$ cat src/design/eefb_pkg.sv
`default_nettype none
package eefb_pkg;

   // input kind carried on req_tuser
   localparam logic REQ_EVENT = 1'b0;
   localparam logic REQ_TICK  = 1'b1;

   // configuration register indexes
   localparam logic CSR_MAGIC    = 1'b0;
   localparam logic CSR_INTERVAL = 1'b1;

   localparam int unsigned COUNT_CAP  = 15;
   localparam logic [15:0] OFFSET_MAX = 16'hFFFF;

   localparam logic [7:0]  MAGIC_RESET    = 8'd0;
   localparam logic [15:0] INTERVAL_RESET = 16'd30;

   typedef struct packed {
      logic [7:0]  lvl;
      logic [7:0]  ch;
      logic [31:0] t;
   } edge_entry_type;

   typedef struct packed {
      logic push;
      logic pop;
   } queue_ctl_type;

endpackage
`default_nettype wire

$ cat src/design/edge_event_frame_builder_unit.sv
// channel  dir  fields
// req_     in   tuser: req_type; tdata: event_time_us, event_channel, event_level, now_ms
// rsp_     out  tuser: is_header; tlast: last; tdata: frame_magic .. rec_level
// csr_     in   index 0 magic_byte, index 1 interval_ms
//
// an edge event is taken while the unit is idle and written to the queue memory, events can follow
// back to back
// a tick holds req_tready low while the shared 32-bit subtractor
// checks the elapsed time
// a built frame shows its header after the check (S_CHECK) and the first entry read (S_FIRST),
// the first record after the header is taken and S_CALC has run, each later record after the one
// before is taken and S_READ and S_CALC have run (head update and memory read, then subtractor
// into the output register), plus stalls; req_tready is low from a tick until the last word of
// its frame is taken, or until the elapsed-time check when no frame is built
// reset is synchronous and active high and empties the queue
`default_nettype none
module edge_event_frame_builder_unit #(
   parameter int MAX_EVENTS  = 15,
   parameter int QUEUE_DEPTH = 64
) (
   input  wire logic         clock,
   input  wire logic         reset,
   input  wire logic         req_tvalid,
   output      logic         req_tready,
   input  wire logic         req_tuser,   // req_type
   // event_time_us, event_channel, event_level, now_ms
   input  wire logic [79:0]  req_tdata,
   output      logic         rsp_tvalid,
   input  wire logic         rsp_tready,
   output      logic         rsp_tuser,   // is_header
   output      logic         rsp_tlast,   // last
   // frame_magic, frame_seq, first_time_us, event_count, time_offset,
   // rec_channel, rec_level, zero fill
   output      logic [111:0] rsp_tdata,
   input  wire logic         csr_we,
   input  wire logic [0:0]   csr_index,
   input  wire logic [15:0]  csr_wdata
);
   import eefb_pkg::*;

   localparam int FW = $clog2(QUEUE_DEPTH + 1);

   logic [7:0]     magic_ff, magic_in;
   logic [15:0]    interval_ff, interval_in;
   logic           idle;
   logic           req_acc;
   queue_ctl_type  seq_ctl, q_ctl;
   edge_entry_type wr_entry, rd_entry;
   logic [FW-1:0]  fill;

   always_comb begin
      magic_in    = magic_ff;
      interval_in = interval_ff;
      if (csr_we) begin
         unique case (csr_index)
            CSR_MAGIC:    magic_in    = csr_wdata[7:0];
            CSR_INTERVAL: interval_in = csr_wdata;
            default:      ;
         endcase
      end
   end

   always_ff @(posedge clock) begin
      if (reset) begin
         magic_ff    <= MAGIC_RESET;
         interval_ff <= INTERVAL_RESET;
      end else begin
         magic_ff    <= magic_in;
         interval_ff <= interval_in;
      end
   end

   assign req_tready = idle;
   assign req_acc    = req_tvalid && req_tready;

   assign wr_entry.t   = req_tdata[31:0];
   assign wr_entry.ch  = req_tdata[39:32];
   assign wr_entry.lvl = req_tdata[47:40];

   assign q_ctl.push = req_acc && (req_tuser == REQ_EVENT);
   assign q_ctl.pop  = seq_ctl.pop;

   eefb_queue #(
      .QUEUE_DEPTH (QUEUE_DEPTH),
      .FW          (FW)
   ) u_queue (
      .clock    (clock),
      .reset    (reset),
      .ctl      (q_ctl),
      .wr_entry (wr_entry),
      .fill     (fill),
      .rd_entry (rd_entry)
   );

   eefb_seq #(
      .MAX_EVENTS (MAX_EVENTS),
      .FW         (FW)
   ) u_seq (
      .clock      (clock),
      .reset      (reset),
      .start      (req_acc && (req_tuser == REQ_TICK)),
      .now_ms     (req_tdata[79:48]),
      .magic      (magic_ff),
      .interval   (interval_ff),
      .fill       (fill),
      .rd_entry   (rd_entry),
      .pop_ctl    (seq_ctl),
      .idle       (idle),
      .rsp_tvalid (rsp_tvalid),
      .rsp_tready (rsp_tready),
      .rsp_tuser  (rsp_tuser),
      .rsp_tlast  (rsp_tlast),
      .rsp_tdata  (rsp_tdata)
   );

endmodule
`default_nettype wire

$ cat src/design/eefb_queue.sv
`default_nettype none
module eefb_queue #(
   parameter int QUEUE_DEPTH = 64,
   parameter int FW          = 7
) (
   input  wire logic                    clock,
   input  wire logic                    reset,
   input  wire eefb_pkg::queue_ctl_type ctl,
   input  wire eefb_pkg::edge_entry_type wr_entry,
   output      logic [FW-1:0]           fill,
   output      eefb_pkg::edge_entry_type rd_entry
);
   import eefb_pkg::*;

   localparam int AW = (QUEUE_DEPTH > 1) ? $clog2(QUEUE_DEPTH) : 1;

   edge_entry_type mem [QUEUE_DEPTH];
   edge_entry_type rd_ff;
   logic [AW-1:0]  head_ff, head_in;
   logic [AW-1:0]  tail_ff, tail_in;
   logic [FW-1:0]  fill_ff, fill_in;
   logic           full;
   logic           do_push;

   assign full    = (fill_ff == FW'(QUEUE_DEPTH));
   // a full queue drops the new word
   assign do_push = ctl.push && !full;

   always_comb begin
      head_in = head_ff;
      tail_in = tail_ff;
      fill_in = fill_ff;
      if (do_push) begin
         tail_in = (tail_ff == AW'(QUEUE_DEPTH - 1)) ? '0 : tail_ff + AW'(1);
         fill_in = fill_ff + FW'(1);
      end
      if (ctl.pop) begin
         head_in = (head_ff == AW'(QUEUE_DEPTH - 1)) ? '0 : head_ff + AW'(1);
         fill_in = fill_ff - FW'(1);
      end
   end

   always_ff @(posedge clock) begin
      if (reset) begin
         head_ff <= '0;
         tail_ff <= '0;
         fill_ff <= '0;
      end else begin
         head_ff <= head_in;
         tail_ff <= tail_in;
         fill_ff <= fill_in;
      end
   end

   always_ff @(posedge clock) begin
      if (do_push) begin
         mem[tail_ff] <= wr_entry;
      end
      rd_ff <= mem[head_ff];
   end

   assign fill     = fill_ff;
   assign rd_entry = rd_ff;

endmodule
`default_nettype wire

$ cat src/design/eefb_seq.sv
`default_nettype none
module eefb_seq #(
   parameter int MAX_EVENTS = 15,
   parameter int FW         = 7
) (
   input  wire logic                     clock,
   input  wire logic                     reset,
   input  wire logic                     start,
   input  wire logic [31:0]              now_ms,
   input  wire logic [7:0]               magic,
   input  wire logic [15:0]              interval,
   input  wire logic [FW-1:0]            fill,
   input  wire eefb_pkg::edge_entry_type rd_entry,
   output      eefb_pkg::queue_ctl_type  pop_ctl,
   output      logic                     idle,
   output      logic                     rsp_tvalid,
   input  wire logic                     rsp_tready,
   output      logic                     rsp_tuser,
   output      logic                     rsp_tlast,
   output      logic [111:0]             rsp_tdata
);
   import eefb_pkg::*;

   localparam int unsigned LIMIT = (MAX_EVENTS < COUNT_CAP) ? MAX_EVENTS : COUNT_CAP;

   typedef enum logic [6:0] {
      S_IDLE  = 7'b0000001,
      S_CHECK = 7'b0000010,
      S_FIRST = 7'b0000100,
      S_HDR   = 7'b0001000,
      S_CALC  = 7'b0010000,
      S_REC   = 7'b0100000,
      S_READ  = 7'b1000000
   } state_type;

   state_type   state_ff, state_in;
   logic [31:0] now_ff, now_in;
   logic [31:0] last_build_ff, last_build_in;
   logic [31:0] seq_ff, seq_in;
   logic [31:0] first_ff, first_in;
   logic [3:0]  cnt_ff, cnt_in;
   logic [3:0]  rem_ff, rem_in;

   logic        valid_ff, valid_in;
   logic        hdr_ff, hdr_in;
   logic        last_ff, last_in;
   logic [7:0]  o_magic_ff, o_magic_in;
   logic [31:0] o_seq_ff, o_seq_in;
   logic [31:0] o_first_ff, o_first_in;
   logic [3:0]  o_cnt_ff, o_cnt_in;
   logic [15:0] o_off_ff, o_off_in;
   logic [7:0]  o_ch_ff, o_ch_in;
   logic [7:0]  o_lvl_ff, o_lvl_in;

   // shared subtractor: elapsed ms on a tick, event offset on a record
   logic [31:0] sub_a, sub_b, diff;
   logic [3:0]  take_n;
   logic        pop;

   always_comb begin
      if (state_ff == S_CHECK) begin
         sub_a = now_ff;
         sub_b = last_build_ff;
      end else begin
         sub_a = rd_entry.t;
         sub_b = first_ff;
      end
      diff = sub_a - sub_b;
   end

   assign take_n = (32'(fill) < 32'(LIMIT)) ? 4'(fill) : 4'(LIMIT);

   always_comb begin
      state_in      = state_ff;
      now_in        = now_ff;
      last_build_in = last_build_ff;
      seq_in        = seq_ff;
      first_in      = first_ff;
      cnt_in        = cnt_ff;
      rem_in        = rem_ff;
      valid_in      = valid_ff;
      hdr_in        = hdr_ff;
      last_in       = last_ff;
      o_magic_in    = o_magic_ff;
      o_seq_in      = o_seq_ff;
      o_first_in    = o_first_ff;
      o_cnt_in      = o_cnt_ff;
      o_off_in      = o_off_ff;
      o_ch_in       = o_ch_ff;
      o_lvl_in      = o_lvl_ff;
      pop           = 1'b0;
      unique case (state_ff)
         S_IDLE: begin
            if (start) begin
               now_in   = now_ms;
               state_in = S_CHECK;
            end
         end
         S_CHECK: begin
            if (diff < {16'd0, interval}) begin
               state_in = S_IDLE;
            end else begin
               last_build_in = now_ff;
               if (take_n == 4'd0) begin
                  state_in = S_IDLE;
               end else begin
                  cnt_in   = take_n;
                  rem_in   = take_n;
                  state_in = S_FIRST;
               end
            end
         end
         S_FIRST: begin
            first_in   = rd_entry.t;
            valid_in   = 1'b1;
            hdr_in     = 1'b1;
            last_in    = 1'b0;
            o_magic_in = magic;
            o_seq_in   = seq_ff;
            o_first_in = rd_entry.t;
            o_cnt_in   = cnt_ff;
            o_off_in   = '0;
            o_ch_in    = '0;
            o_lvl_in   = '0;
            state_in   = S_HDR;
         end
         S_HDR: begin
            if (rsp_tready) begin
               valid_in = 1'b0;
               state_in = S_CALC;
            end
         end
         S_CALC: begin
            valid_in   = 1'b1;
            hdr_in     = 1'b0;
            last_in    = (rem_ff == 4'd1);
            o_magic_in = '0;
            o_seq_in   = '0;
            o_first_in = '0;
            o_cnt_in   = '0;
            o_off_in   = (|diff[31:16]) ? OFFSET_MAX : diff[15:0];
            o_ch_in    = rd_entry.ch;
            o_lvl_in   = rd_entry.lvl;
            state_in   = S_REC;
         end
         S_REC: begin
            if (rsp_tready) begin
               valid_in = 1'b0;
               pop      = 1'b1;
               rem_in   = rem_ff - 4'd1;
               if (rem_ff == 4'd1) begin
                  seq_in   = seq_ff + 32'd1;
                  state_in = S_IDLE;
               end else begin
                  state_in = S_READ;
               end
            end
         end
         S_READ: begin
            // read port catches up with the new head
            state_in = S_CALC;
         end
         default: begin
            state_in = S_IDLE;
         end
      endcase
   end

   always_ff @(posedge clock) begin
      if (reset) begin
         state_ff      <= S_IDLE;
         last_build_ff <= '0;
         seq_ff        <= '0;
         valid_ff      <= 1'b0;
         rem_ff        <= '0;
      end else begin
         state_ff      <= state_in;
         last_build_ff <= last_build_in;
         seq_ff        <= seq_in;
         valid_ff      <= valid_in;
         rem_ff        <= rem_in;
      end
   end

   always_ff @(posedge clock) begin
      now_ff     <= now_in;
      first_ff   <= first_in;
      cnt_ff     <= cnt_in;
      hdr_ff     <= hdr_in;
      last_ff    <= last_in;
      o_magic_ff <= o_magic_in;
      o_seq_ff   <= o_seq_in;
      o_first_ff <= o_first_in;
      o_cnt_ff   <= o_cnt_in;
      o_off_ff   <= o_off_in;
      o_ch_ff    <= o_ch_in;
      o_lvl_ff   <= o_lvl_in;
   end

   assign pop_ctl.push = 1'b0;
   assign pop_ctl.pop  = pop;
   assign idle         = (state_ff == S_IDLE);
   assign rsp_tvalid   = valid_ff;
   assign rsp_tuser    = hdr_ff;
   assign rsp_tlast    = last_ff;
   assign rsp_tdata    = {4'd0, o_lvl_ff, o_ch_ff, o_off_ff, o_cnt_ff,
                          o_first_ff, o_seq_ff, o_magic_ff};

endmodule
`default_nettype wire

$ cat config.mk
export PLATFORM = sky130hd
export DESIGN_NAME = edge_event_frame_builder_unit
export DESIGN_NICKNAME = d
export VERILOG_FILES = /design/src/design/eefb_pkg.sv /design/src/design/edge_event_frame_builder_unit.sv /design/src/design/eefb_queue.sv /design/src/design/eefb_seq.sv
export SDC_FILE = /design/constraint.sdc
export NUM_CORES = 2
export LEC_CHECK = 0
export BUFFER_PORTS_ARGS = -buffer_cell sky130_fd_sc_hd__buf_2
export CORE_MARGIN = 3
export CORE_UTILIZATION = 56
export CTS_CLUSTER_DIAMETER = 150
export DETAILED_ROUTE_END_ITERATION = 10
export GPL_TIMING_DRIVEN = 0
export PLACE_DENSITY = 0.83
export SYNTH_ARGS = -nofsm -noshare
export SYNTH_HDL_FRONTEND = slang
export SYNTH_HIERARCHICAL = 1
export SYNTH_SLANG_ARGS = --single-unit
export TNS_END_PERCENT = 5
$ cat constraint.sdc
create_clock -name clock -period 5.4 [get_ports clock]
set_clock_uncertainty 0.2 [all_clocks]
set_input_delay 0.54 -clock clock [delete_from_list [all_inputs] [get_ports clock]]
set_output_delay 0.54 -clock clock [all_outputs]
set_load 0.05 [all_outputs]
==> run summary <==
Status: complete, but fails checks
Failing checks: antenna violations, max-capacitance violations
Worst slack, placed: -1012 ps
Unrepaired setup endpoints after global routing: yes
Worst hold slack: 22.33 ps
Static leakage: 0.04814 µW
Syn-to-layout area delta: 15.77%
Standard-cell rows: 177
Yosys Warn Count: 6
Mean Syn Cell Area: 20.62 µm²
Endpoint class of the critical path: flop
Clock sink count: 3417
Setup CP Type: reg -> reg
Met3 WL post-DR: 68500 µm
Crit Path Max Fanout: 10
CTS tree: yes
Synthesized area: 131700 µm²
Gate Count Post-Synth: 6386
Final #Nets: 7339
Reg2Reg Depth: 20
Placer Congestion: 0.8909
CTS Buffer Depth: 4
Final min period: 5355 ps
Slew @ Worst Pin: 1493 ps
Max stage delay on crit path: 520 ps
Slowest cell on the critical path: or4_4
Critical path data required time: 5960 ps
Final hold vios: 0
Clk slew on worst S/H paths: 60 ps
Hold endpoint: u_queue/mem[37][18]
Final-layout fill cell count: 13610
Pwr Density: 358.9 nW/µm²
Remaining Overflow, GRT: 0
Hold Crit Class: in -> reg
Routed WL: 430900 µm
Initial DRT Pass Iterations: 9
Final max-slew violation count: 0
Share of cells above drive strength 1: 25.19%
Fmax: 186.8 MHz
GRT Total Usage: 35.48%
PortBufs: 212
Hold path start: req_tdata[18]
Vias in the first global route: 77140
Residual DRC: 0
DIE AREA: 241000 µm²
DRT met1 WL: 126400 µm
CP arrival: 5910 ps
Top sig layer: met5
Starting DRT DRC Count: 14250
Total power draw: 54700 µW
Starting Density: 56.46%
Vias: 77570
FF+latch area: 100900 µm²
Post-DRT Antenna Nets: 1
Die span in x: 490.9 µm
CTS root buffer: clkbuf_16
CTS Buf Count: 337
Multi-input combinational cell area: 29490 µm²
FF-to-FF Start: u_seq/state_ff[4]
Flop2flop setup slack: 50 ps
IO Count: 219
Die H: 490.9 µm
Worst setup margin: 45.35 ps
First-pass GRT wire length: 597700 µm
Area of the core: 233200 µm²
Largest net degree at the start of global routing: 73
Routed wl met2: 194900 µm
Skew-Pair Late Insertion Delay: 1000 ps
Slew Limit Headroom: 0.1034%
Reg2reg end: u_seq/last_build_ff[11]
HPWL after DPL: 236400 µm
Startpoint Class: flop
Worst hold stages: 1
H-Tree Depth: 5
Drt via density: 7.327
Worst vdd ir: 0.0004665 V
Tcrit/Tclk final: 99.16%
Antenna violations before repair: 49
Drt wl/cell: 40.70 µm
Final setup vio count: 0
Max cap viols: 3
Cell chain of the critical path: nor3_4 > nand4b_1 > buf_8 > buf_4 > mux2i_2 > ha_2 > nand4_1 > a211oi_2 > o211ai_1 > nand4_1 > a21oi_1 > mux2_2 > or4_4 > or3_1 > buf_6 > o21ai_4 > buf_12 > buf_12 > mux2i_1 > nor2_1
==> per-stage QoR <==
step	instances	instance area (µm²)	util [%]	setup TNS [ps]
after floorplan	6389	131700	-	0
after global placement	9733	136700	58.63	-7315390
after detailed placement	9860	139800	59.96	-166290
after CTS	10550	152100	65.21	0
after global routing	10570	152400	65.34	-2793
final	10590	152400	65.36	0
==> area by class of cell <==
cell class / instances / share of cell area, %
antenna: 25 / 0.04104
buffer: 358 / 1.279
clock buffer: 409 / 5.844
clock inverter: 181 / 1.418
inverter: 36 / 0.08866
multi-input combinational: 2579 / 19.35
sequential: 3417 / 66.22
tap: 3132 / 2.571
timing repair buffer: 449 / 3.185
==> where the power goes <==
group          leakage, µW  total [µW]  switching [µW]  internal (µW)
sequential          0.0306       29100            71.4          29100
clock              0.00540       24400           10300          14100
combinational       0.0121        1190             895            298
total               0.0481       54700           11300          43400
==> routing by layer <==
| layer | GRT usage, % | up-vias |
|---|---|---|
| li1 | - | 28090 |
| met1 | 41.32 | 38310 |
| met2 | 54.04 | 8758 |
| met3 | 14.42 | 2362 |
| met4 | 24.35 | 46 |
| met5 | 0.9325 | - |
==> cells in the final DEF, fill, tap and decap left out, types with 48 or more instances in the layout <==
| cell type | n |
|---|---|
| clkbuf_16 | 340 |
| clkbuf_1 | 233 |
| and2_1 | 104 |
| edfxtp_1 | 3250 |
| o22ai_1 | 50 |
| mux4_2 | 708 |
| clkinv_2 | 50 |
| dlygate4sd3_1 | 81 |
| ha_1 | 51 |
| clkinv_1 | 53 |
| nor2_4 | 65 |
| mux2i_1 | 237 |
| buf_4 | 54 |
| a211oi_1 | 102 |
| a21oi_1 | 167 |
| bufinv_16 | 49 |
| dfxtp_1 | 165 |
| nor2_1 | 166 |
| buf_2 | 283 |
| a22oi_1 | 199 |
| a22o_1 | 48 |
| buf_12 | 118 |
| nand2_1 | 173 |
==> registers in the layout, summed over array words and instances (netlist names), 16 cells and up <==
name / cells
u_seq/o_off_ff: 16
u_queue/mem: 3072
u_seq/now_ff: 32
interval_ff: 16
u_seq/o_seq_ff: 32
u_seq/first_ff: 32
u_queue/rd_entry: 48
u_seq/seq_ff: 32
u_seq/o_first_ff: 32
u_seq/last_build_ff: 32
==> repair_timing <==
| item | 4_1_cts | 5_1_grt |
|---|---|---|
| resized for setup | 42 | 49 |
| endpoints found under the setup margin | 1759 | 651 |
| hold endpoints to repair | 63 | 18 |
| buffers inserted | 19 | 8 |
| hold buffers | 80 | 1 |
| pin swaps | 16 | 13 |
| cloned | 2 | 0 |
==> worst max-delay path, delay by kind of cell (launching register included) <==
| kind | cells | cell delay, ps |
|---|---|---|
| DFF | 1 | 360 |
| buffers and inverters | 5 | 850 |
| adders and majority gates | 1 | 430 |
| and+or+nand+nor | 7 | 1730 |
| AOI/OAI and AO/OA | 4 | 890 |
| muxes | 3 | 680 |
==> worst max path at each step <==
stage / start / to / slack [ps] / cells after the start
finish: u_seq/state_ff[4] / u_seq/last_build_ff[11] / 50 / 20
global route: u_seq/state_ff[4] / u_seq/last_build_ff[10] / -150 / 23
CTS: u_seq/state_ff[6] / u_seq/last_build_ff[11] / 2 / 21
detailed placement: u_seq/state_ff[4] / u_seq/rem_ff[1] / -1010 / 23
global placement: u_seq/state_ff[3] / u_queue/mem[33][21] / -3260 / 9
floorplan: u_seq/state_ff[4] / u_seq/last_build_ff[0] / 70 / 21
(Power assumes the default switching activity.)
